### src/hw/rtl/a85_pkg.sv
// Shared types and constants of the ASCII85 stream decoder.
`default_nettype none

package a85_pkg;

  localparam logic [7:0] CH_SPACE = 8'h20;
  localparam logic [7:0] CH_TAB   = 8'h09;
  localparam logic [7:0] CH_LF    = 8'h0A;
  localparam logic [7:0] CH_VT    = 8'h0B;
  localparam logic [7:0] CH_FF    = 8'h0C;
  localparam logic [7:0] CH_CR    = 8'h0D;
  localparam logic [7:0] CH_FIRST = 8'h21;  // '!', digit value 0
  localparam logic [7:0] CH_LAST  = 8'h75;  // 'u', digit value 84
  localparam logic [7:0] CH_Z     = 8'h7A;
  localparam logic [7:0] CH_TILDE = 8'h7E;
  localparam logic [7:0] CH_GT    = 8'h3E;

  localparam logic [6:0]  DIGIT_BIAS = 7'd33;
  localparam logic [31:0] RADIX      = 32'd85;
  localparam logic [31:0] PAD_DIGIT  = 32'd84;
  localparam logic [2:0]  GROUP_LEN  = 3'd5;
  localparam logic [2:0]  GROUP_BYTES = 3'd4;

  typedef enum logic [2:0] {
    ST_DATA    = 3'd0,
    ST_FINISH  = 3'd1,
    ST_BAD_END = 3'd2,
    ST_Z_GROUP = 3'd3,
    ST_RANGE   = 3'd4
  } a85_status_t;

  typedef enum logic [2:0] {
    ACC_HOLD  = 3'd0,
    ACC_CLEAR = 3'd1,
    ACC_DIGIT = 3'd2,
    ACC_PAD   = 3'd3,
    ACC_SHIFT = 3'd4
  } a85_acc_op_t;

  typedef enum logic [1:0] {
    PH_NORM  = 2'd0,
    PH_TILDE = 2'd1,
    PH_END   = 2'd2
  } a85_phase_t;

  // controller -> datapath
  typedef struct packed {
    a85_acc_op_t acc_op;
    logic        cnt_inc;
    logic        cnt_clr;
    logic        out_load;
    logic        out_sel_acc;
    a85_status_t out_status;
    logic        out_last;
  } a85_cmd_t;

  // datapath -> controller
  typedef struct packed {
    logic [2:0] cnt;
    logic       out_free;
  } a85_stat_t;

endpackage

`default_nettype wire

### src/hw/rtl/a85_dp.sv
// Datapath: group accumulator, digit count and output beat register.
`default_nettype none

module a85_dp
  import a85_pkg::*;
(
  input  wire logic        clk,
  input  wire logic        rst_n,
  input  wire logic [7:0]  in_char,
  input  wire a85_cmd_t    cmd,
  output a85_stat_t        stat,
  output logic             out_tvalid,
  input  wire logic        out_tready,
  output logic [7:0]       out_tdata,
  output logic [2:0]       out_tuser,
  output logic             out_tlast
);

  logic [31:0] acc_r, acc_nxt;
  logic [31:0] acc_base;
  logic [6:0]  digit;
  logic [2:0]  cnt_r, cnt_nxt;
  logic        out_valid_r, out_valid_nxt;
  logic [7:0]  out_byte_r;
  a85_status_t status_r;
  logic        last_r;

  // a new group starts from zero
  assign acc_base = (cnt_r == 3'd0) ? 32'd0 : acc_r;
  assign digit    = in_char[6:0] - DIGIT_BIAS;

  always_comb begin
    case (cmd.acc_op)
      ACC_CLEAR: acc_nxt = 32'd0;
      ACC_DIGIT: acc_nxt = acc_base * RADIX + {25'd0, digit};
      ACC_PAD:   acc_nxt = acc_r * RADIX + PAD_DIGIT;
      ACC_SHIFT: acc_nxt = {acc_r[23:0], 8'd0};
      default:   acc_nxt = acc_r;
    endcase
  end

  always_comb begin
    cnt_nxt = cnt_r;
    if (cmd.cnt_clr) begin
      cnt_nxt = 3'd0;
    end else if (cmd.cnt_inc) begin
      cnt_nxt = cnt_r + 3'd1;
    end
  end

  assign stat.cnt      = cnt_r;
  assign stat.out_free = !out_valid_r || out_tready;

  always_comb begin
    out_valid_nxt = out_valid_r;
    if (cmd.out_load) begin
      out_valid_nxt = 1'b1;
    end else if (out_tready) begin
      out_valid_nxt = 1'b0;
    end
  end

  always_ff @(posedge clk) begin
    if (!rst_n) begin
      cnt_r       <= 3'd0;
      out_valid_r <= 1'b0;
    end else begin
      cnt_r       <= cnt_nxt;
      out_valid_r <= out_valid_nxt;
    end
  end

  always_ff @(posedge clk) begin
    acc_r <= acc_nxt;
    if (cmd.out_load) begin
      out_byte_r <= cmd.out_sel_acc ? acc_r[31:24] : 8'd0;
      status_r   <= cmd.out_status;
      last_r     <= cmd.out_last;
    end
  end

  assign out_tvalid = out_valid_r;
  assign out_tdata  = out_byte_r;
  assign out_tuser  = status_r;
  assign out_tlast  = last_r;

endmodule

`default_nettype wire

### src/hw/rtl/a85_ctrl.sv
// Controller: character decode, end sequence, error halt and beat sequencing.
`default_nettype none

module a85_ctrl
  import a85_pkg::*;
(
  input  wire logic        clk,
  input  wire logic        rst_n,
  input  wire logic        in_tvalid,
  output logic             in_tready,
  input  wire logic [7:0]  in_char,
  input  wire logic        in_finish,
  input  wire a85_stat_t   stat,
  output a85_cmd_t         cmd
);

  typedef enum logic [2:0] {
    S_IDLE = 3'b001,
    S_PAD  = 3'b010,
    S_EMIT = 3'b100
  } state_t;

  state_t     state_r, state_nxt;
  a85_phase_t phase_r, phase_nxt;
  logic       halt_r, halt_nxt;
  logic [2:0] pad_r, pad_nxt;
  logic [2:0] emit_r, emit_nxt;
  logic       marker_r, marker_nxt;
  logic       in_fire;
  logic       is_space;

  assign in_tready = (state_r == S_IDLE) && stat.out_free;
  assign in_fire   = in_tvalid && in_tready;
  assign is_space  = (in_char == CH_SPACE) || (in_char == CH_TAB) || (in_char == CH_LF) ||
                     (in_char == CH_VT) || (in_char == CH_FF) || (in_char == CH_CR);

  always_comb begin
    state_nxt      = state_r;
    phase_nxt      = phase_r;
    halt_nxt       = halt_r;
    pad_nxt        = pad_r;
    emit_nxt       = emit_r;
    marker_nxt     = marker_r;
    cmd.acc_op     = ACC_HOLD;
    cmd.cnt_inc    = 1'b0;
    cmd.cnt_clr    = 1'b0;
    cmd.out_load   = 1'b0;
    cmd.out_sel_acc = 1'b0;
    cmd.out_status = ST_DATA;
    cmd.out_last   = 1'b0;

    case (state_r)
      S_IDLE: begin
        if (in_fire) begin
          if (in_finish) begin
            if (!halt_r && stat.cnt != 3'd0) begin
              // pad the partial group, then its bytes, then the marker
              cmd.cnt_clr = 1'b1;
              pad_nxt     = GROUP_LEN - stat.cnt;
              emit_nxt    = stat.cnt - 3'd1;
              marker_nxt  = 1'b1;
              state_nxt   = S_PAD;
            end else begin
              cmd.out_load   = 1'b1;
              cmd.out_status = ST_FINISH;
              cmd.out_last   = 1'b1;
            end
          end else if (halt_r || phase_r == PH_END) begin
            // drop the character
          end else if (phase_r == PH_TILDE) begin
            if (in_char == CH_GT) begin
              phase_nxt = PH_END;
              if (stat.cnt != 3'd0) begin
                cmd.cnt_clr = 1'b1;
                pad_nxt     = GROUP_LEN - stat.cnt;
                emit_nxt    = stat.cnt - 3'd1;
                marker_nxt  = 1'b0;
                state_nxt   = S_PAD;
              end
            end else begin
              cmd.out_load   = 1'b1;
              cmd.out_status = ST_BAD_END;
              cmd.out_last   = 1'b1;
              halt_nxt       = 1'b1;
            end
          end else if (is_space) begin
            // skip whitespace
          end else if (in_char == CH_TILDE) begin
            phase_nxt = PH_TILDE;
          end else if (in_char == CH_Z) begin
            if (stat.cnt != 3'd0) begin
              cmd.out_load   = 1'b1;
              cmd.out_status = ST_Z_GROUP;
              cmd.out_last   = 1'b1;
              halt_nxt       = 1'b1;
            end else begin
              cmd.acc_op = ACC_CLEAR;
              emit_nxt   = GROUP_BYTES;
              marker_nxt = 1'b0;
              state_nxt  = S_EMIT;
            end
          end else if (in_char < CH_FIRST || in_char > CH_LAST) begin
            cmd.out_load   = 1'b1;
            cmd.out_status = ST_RANGE;
            cmd.out_last   = 1'b1;
            halt_nxt       = 1'b1;
          end else begin
            cmd.acc_op = ACC_DIGIT;
            if (stat.cnt == GROUP_LEN - 3'd1) begin
              cmd.cnt_clr = 1'b1;
              emit_nxt    = GROUP_BYTES;
              marker_nxt  = 1'b0;
              state_nxt   = S_EMIT;
            end else begin
              cmd.cnt_inc = 1'b1;
            end
          end
        end
      end

      S_PAD: begin
        cmd.acc_op = ACC_PAD;
        pad_nxt    = pad_r - 3'd1;
        if (pad_r == 3'd1) begin
          state_nxt = S_EMIT;
        end
      end

      S_EMIT: begin
        if (emit_r != 3'd0) begin
          if (stat.out_free) begin
            cmd.out_load    = 1'b1;
            cmd.out_sel_acc = 1'b1;
            cmd.out_status  = ST_DATA;
            cmd.out_last    = (emit_r == 3'd1) && !marker_r;
            cmd.acc_op      = ACC_SHIFT;
            emit_nxt        = emit_r - 3'd1;
            if (emit_r == 3'd1 && !marker_r) begin
              state_nxt = S_IDLE;
            end
          end
        end else if (marker_r) begin
          if (stat.out_free) begin
            cmd.out_load   = 1'b1;
            cmd.out_status = ST_FINISH;
            cmd.out_last   = 1'b1;
            marker_nxt     = 1'b0;
            state_nxt      = S_IDLE;
          end
        end else begin
          state_nxt = S_IDLE;
        end
      end

      default: begin
        state_nxt = S_IDLE;
      end
    endcase
  end

  always_ff @(posedge clk) begin
    if (!rst_n) begin
      state_r  <= S_IDLE;
      phase_r  <= PH_NORM;
      halt_r   <= 1'b0;
      pad_r    <= 3'd0;
      emit_r   <= 3'd0;
      marker_r <= 1'b0;
    end else begin
      state_r  <= state_nxt;
      phase_r  <= phase_nxt;
      halt_r   <= halt_nxt;
      pad_r    <= pad_nxt;
      emit_r   <= emit_nxt;
      marker_r <= marker_nxt;
    end
  end

endmodule

`default_nettype wire

### src/hw/rtl/ascii85_stream_decoder.sv
// Top level of the ASCII85 stream decoder: controller plus datapath.
//   Input channel in_*: one beat per character (in_tuser = 0, character in
//   in_tdata) or a finish request (in_tuser = 1, in_tdata ignored).
//   Output channel out_*: one beat per decoded byte or status; out_tuser is
//   the status code, out_tdata the byte (zero on status beats), out_tlast
//   marks the final beat produced by an input beat.
//   An input beat is taken when the controller is idle and the output
//   register is empty or draining; digits, whitespace and dropped
//   characters free the input again on the next cycle.
//   A completed group or a 'z' holds the input while its four bytes enter
//   the output register, one per cycle unless the receiver stalls. A finish
//   or a '~>' flush of a partial group of n digits pads the accumulator to
//   five digits (one multiply-by-85 per cycle), then gives n-1 byte beats,
//   then the finished marker for a finish request.
//   An error or a finish on an empty group loads its beat at once, seen on
//   the next cycle; a full group or a 'z' first enters the emit state.
//   After any error, drop characters until reset; finish still answers.
//   Reset (rst_n low, synchronous) empties the group, clears end and error
//   state and drops any pending output beat. When the receiver stalls, hold
//   the output beat and stop taking input beats.
`default_nettype none

module ascii85_stream_decoder
  import a85_pkg::*;
(
  input  wire logic       clk,
  input  wire logic       rst_n,
  input  wire logic       in_tvalid,
  output logic            in_tready,
  input  wire logic [7:0] in_tdata,   // [7:0] in_byte
  input  wire logic       in_tuser,   // [0] action: 0 character, 1 finish
  output logic            out_tvalid,
  input  wire logic       out_tready,
  output logic [7:0]      out_tdata,  // [7:0] out_byte
  output logic [2:0]      out_tuser,  // [2:0] status
  output logic            out_tlast   // last result of the input beat
);

  a85_cmd_t  cmd;
  a85_stat_t stat;

  // sequence beats, decode characters, track end sequence and errors
  a85_ctrl u_ctrl (
    .clk       (clk),
    .rst_n     (rst_n),
    .in_tvalid (in_tvalid),
    .in_tready (in_tready),
    .in_char   (in_tdata),
    .in_finish (in_tuser),
    .stat      (stat),
    .cmd       (cmd)
  );

  // accumulate base-85 digits and hold the output beat
  a85_dp u_dp (
    .clk        (clk),
    .rst_n      (rst_n),
    .in_char    (in_tdata),
    .cmd        (cmd),
    .stat       (stat),
    .out_tvalid (out_tvalid),
    .out_tready (out_tready),
    .out_tdata  (out_tdata),
    .out_tuser  (out_tuser),
    .out_tlast  (out_tlast)
  );

endmodule

`default_nettype wire

### config.mk
export PLATFORM = sky130hd
export DESIGN_NAME = ascii85_stream_decoder
export DESIGN_NICKNAME = d
export VERILOG_FILES = /design/src/hw/rtl/a85_pkg.sv /design/src/hw/rtl/a85_dp.sv /design/src/hw/rtl/a85_ctrl.sv /design/src/hw/rtl/ascii85_stream_decoder.sv
export SDC_FILE = /design/constraint.sdc
export NUM_CORES = 1
export LEC_CHECK = 0
export ABC_AREA = 1
export BUFFER_PORTS_ARGS = -buffer_cell sky130_fd_sc_hd__buf_4
export CORE_AREA = 2 2 183 221
export DETAILED_ROUTE_END_ITERATION = 7
export DIE_AREA = 0 0 185 223
export GPL_ROUTABILITY_DRIVEN = 0
export SLEW_MARGIN = 10
export SYNTH_ARGS = -nofsm -noshare
export SYNTH_HDL_FRONTEND = slang
export SYNTH_SLANG_ARGS = --single-unit
### constraint.sdc
create_clock -name clk -period 5.8 [get_ports clk]
set_input_delay 0.29 -clock clk [delete_from_list [all_inputs] [get_ports clk]]
set_output_delay 0.29 -clock clk [all_outputs]
set_load 0.02 [all_outputs]
==> results.md <==
- TritonCTS built the clock tree.
- Once routing completed, OpenROAD measured the worst setup slack at 0.628 ns.
- For the worst setup path, the data arrival time is 5.25 ns.
- The part of the power in registers is 12.2%.
- The highest clock rate is 0.193 GHz.
- The sum of routed wire length over all layers is 31700 µm.
- The violation count after the first detailed-route iteration is 502.
- The per-cell via count in the routed design is 4.85.
- The internal power of the cells totals 2.58 mW.
- The final count of pins violating max slew came to 0.
- Prior to clock tree synthesis, the placed netlist has a worst setup slack of 0.728 ns.
- The HPWL reported at the end of detailed placement is 26800 µm.
- The startpoint-to-endpoint class of the critical path is flip-flop to flip-flop.
- Setup violations remaining at the end of the flow were counted as 0.
- In the synthesized netlist the dominant register cell turns out to be sky130_fd_sc_hd__edfxtp_1.
- At the pin with the least slew margin, the transition time is 0.744 ns.
- The final global-route overflow total is 0.
- The effective utilization at floorplan is 29.7%.
- The largest net degree at the start of global routing is 34.
- The global-route wire length before repair is 52200 µm.
- In this run, synthesis produced a sequential element count of 61.
- In the final layout, the share of cells above drive strength 1 is 5.50%.
- The via count of the first global-routing pass came to 10414.
- The number of nets with antenna violations after detailed routing is 0.
- The total count of hold-check failures in the final report is 0.
- For this run, design rule violations remaining after detail routing come to 0.
- For this run, the total global-route usage over all layers was measured as 15.9%.
- In the layout the commonest cells are sky130_fd_sc_hd__nand2_1, sky130_fd_sc_hd__inv_1, sky130_fd_sc_hd__ha_1, sky130_fd_sc_hd__nor2_1, sky130_fd_sc_hd__nand3_1.
- The count of port buffers added during placement is 26.
- The net switching power is 3.20 mW.
- The flow ran to the end, and the final reports show no timing, DRC or antenna violations.
- The worst register-to-register path begins at u_dp.cnt_r[0].
- The switching share of power is 55.4%.
- The top cell type by area accounts for 20.8% of the synthesized area.
- In this run the static leakage power is 6.42 nW.
- The die span in y is 223 µm.
- The diode insertion count for antenna repair is 0.
- The start point of the worst hold path is in_tuser.
- The number of post-CTS setup repair buffers is 0.
- For the worst setup path, the data required time is 5.88 ns.
- The clock power share is 9.1%.
- The number of standard cells after synthesis is 1591.
- 27 I/O pins were placed.
- The maximum root-to-sink buffer count is 2.
- The total power per unit cell area is 454 nW/µm².
- The cell type with the largest total area after synthesis is sky130_fd_sc_hd__ha_1.
- The synthesized netlist occupies a cell area of 11600 µm².
- Counting flops with an async set or reset pin after synthesis yields a share of 0%.
- The largest fanout on the critical path is 29.
- The die covers 41300 µm².
- Counting flops with a built-in enable in the synthesized netlist gives 44.
- The critical path starts at u_dp.cnt_r[0].
- After layout, the worst path uses 89.2% of the clock period.
- The core region is 39200 µm².
- The most common library cell in the layout ignoring fill and taps is sky130_fd_sc_hd__nand2_1.
- The reported max-cap violation count is 0.
- After routing, the total negative slack on setup checks comes to 0 ns.
- The combinational power share is 78.7%.
- The mean cell area of the mapped netlist is 7.32 µm².
- STA classifies the critical path startpoint as a flip-flop.
- The total of warnings raised by yosys is 0.
- The tightest min-delay check is of the primary input to flip-flop type.
- The first detailed-routing pass ran for 5 iterations.
- The number of placement rows is 80.
- The number of CTS-inserted buffers is 9.
- The number of antenna violations at the first check in global routing was 0.
- After filler insertion, the fill cell instance count of the layout stands at 4245.
- The count of hold-fix buffers inserted at cts is 0.
- After clock tree synthesis, the repair step resized 0 gates.
- The sequential element share of the synthesized area is 14.3%.
- The H-tree depth is 3.
- After clock tree synthesis, the clock-pin slew on the worst setup and hold paths is 0.05 ns.
- The net count after synthesis is 1884.
- The clock net in this run drives a total of 61 sinks.
- The count of different cell masters after synthesis is 49.
- From left edge to right edge, the die measures 185 µm.
- Setup repair after global routing left no endpoint under its margin.
- The routed design could run at a clock period as short as 5.17 ns.
- The maximum vdd ir drop is 271 µV.
- The critical path endpoint category is a flip-flop.
- The signed area change from the synthesized netlist to the final layout is 9.40%.
- Dividing the detail-routed wire length by the instance count gives 14.7 µm.
- The final-stage net count is 1907.
- Clock latency on the worst-skew pair, taken at its later pin, is 0.34 ns.
- The final worst clock skew is 0.00851 ns.
- The relative max-transition margin is 50.3%.
- Clock tree synthesis selected as its root buffer the cell sky130_fd_sc_hd__clkbuf_16.
- Yosys attributes the largest share of cell area to sky130_fd_sc_hd__ha_1, sky130_fd_sc_hd__fa_1, sky130_fd_sc_hd__edfxtp_1, sky130_fd_sc_hd__nand2_1, sky130_fd_sc_hd__inv_1.
- The detailed-route via count is 10442.
## sequential cells by signal, indices dropped and copies added (netlist names), 2 cells and up
| register | flops |
|---|---|
| u_dp.out_tdata | 8 |
| u_ctrl.pad_r | 3 |
| u_dp.acc_r | 32 |
| u_ctrl.phase_r | 2 |
| u_ctrl.emit_r | 3 |
| u_dp.out_tuser | 3 |
| u_dp.cnt_r | 3 |
| u_ctrl.state_r | 3 |
## critical path, stage by stage (launching register included)
cell,delay [ns]
sky130_fd_sc_hd__dfxtp_1,0.38
sky130_fd_sc_hd__inv_1,0.10
sky130_fd_sc_hd__ha_1,0.22
sky130_fd_sc_hd__nand2_1,0.12
sky130_fd_sc_hd__buf_4,0.32
sky130_fd_sc_hd__nand2_1,0.32
sky130_fd_sc_hd__nor2_1,0.31
sky130_fd_sc_hd__nor2_1,0.08
sky130_fd_sc_hd__ha_1,0.32
sky130_fd_sc_hd__xor2_1,0.19
sky130_fd_sc_hd__fa_1,0.52
sky130_fd_sc_hd__inv_1,0.05
sky130_fd_sc_hd__ha_1,0.28
sky130_fd_sc_hd__ha_1,0.37
sky130_fd_sc_hd__a21oi_1,0.28
sky130_fd_sc_hd__o21ai_0,0.18
sky130_fd_sc_hd__a21oi_1,0.28
sky130_fd_sc_hd__nor2_1,0.09
sky130_fd_sc_hd__nor2_1,0.16
sky130_fd_sc_hd__nand3_1,0.10
sky130_fd_sc_hd__nand3_1,0.14
sky130_fd_sc_hd__nand3_1,0.09
## cell families (layout without fill, tap and decap cells)
kind of cell               after synthesis  after routing  synth area share (%)
and+or+nand+nor                        703            703                  26.1
xor gates and xnor gates                61             61                  4.59
AOI/OAI and AO/OA                      205            205                  10.2
buffers and inverters                  281            309                  9.27
adders and majority gates              280            280                  35.6
DFF                                     61             61                  14.3
## layout make-up
cell class | count | area [µm²] | share of cell area (%)
flip-flops and latches | 61 | 1660 | 13.0
clock inverters | 3 | 17.5 | 0.137
well taps | 533 | 667 | 5.23
multi-input cells | 1249 | 8910 | 69.9
inverters | 263 | 987 | 7.75
clock buffers | 13 | 272 | 2.13
repair buffers | 30 | 225 | 1.77
## power by group through the flow
stage                     clock network [mW]  logic [mW]  registers [mW]
after floorplan                            0        3.40           0.712
after global placement                     0        4.48           0.712
after detailed placement                   0        4.54           0.712
after CTS                              0.533        4.58           0.706
after global routing                   0.548        5.23           0.722
final                                  0.525        4.56           0.705
## final timing paths
check                           end  depth (start not counted)  slack, ns
setup reg to reg     u_dp.acc_r[29]                         21       0.63
setup / recovery     u_dp.acc_r[29]                         21       0.63
hold / removal    u_dp.out_tuser[1]                          2       0.25
hold reg to reg     u_ctrl.pad_r[1]                          2       0.49
## layer usage
layer,vias up,track usage (%),share of wire [%]
met5,-,0,0
met3,61,1.93,3.7
met4,0,6.17,4.2
met2,263,27.9,49
li1,5241,-,-
met1,4877,19.6,43
## metrics by stage
step / power, mW / util (%) / cell area [µm²] / hold slack (ns) / instances
2_1_floorplan: 4.11 / - / 11600 / 0.428 / 1591
3_3_place_gp: 5.19 / 31.7 / 12500 / 0.472 / 2136
3_5_place_dp: 5.25 / 31.7 / 12500 / 0.485 / 2136
4_1_cts: 5.82 / 32.5 / 12700 / 0.244 / 2152
5_1_grt: 6.50 / 32.5 / 12700 / 0.254 / 2152
6_report: 5.79 / 32.5 / 12700 / 0.248 / 2152
## Yosys cell counts, types with 17 or more instances
| library cell | instances |
|---|---|
| sky130_fd_sc_hd__nand2_1 | 324 |
| sky130_fd_sc_hd__inv_1 | 257 |
| sky130_fd_sc_hd__ha_1 | 194 |
| sky130_fd_sc_hd__nor2_1 | 177 |
| sky130_fd_sc_hd__nand3_1 | 122 |
| sky130_fd_sc_hd__fa_1 | 86 |
| sky130_fd_sc_hd__a21oi_1 | 77 |
| sky130_fd_sc_hd__o21ai_0 | 67 |
| sky130_fd_sc_hd__edfxtp_1 | 44 |
| sky130_fd_sc_hd__xor2_1 | 41 |
| sky130_fd_sc_hd__o21bai_1 | 23 |
| sky130_fd_sc_hd__nor3_1 | 20 |
| sky130_fd_sc_hd__xnor2_1 | 20 |
| sky130_fd_sc_hd__dfxtp_1 | 17 |
| sky130_fd_sc_hd__nand4_1 | 17 |
Note: power is estimated with default switching activity, not from simulation.
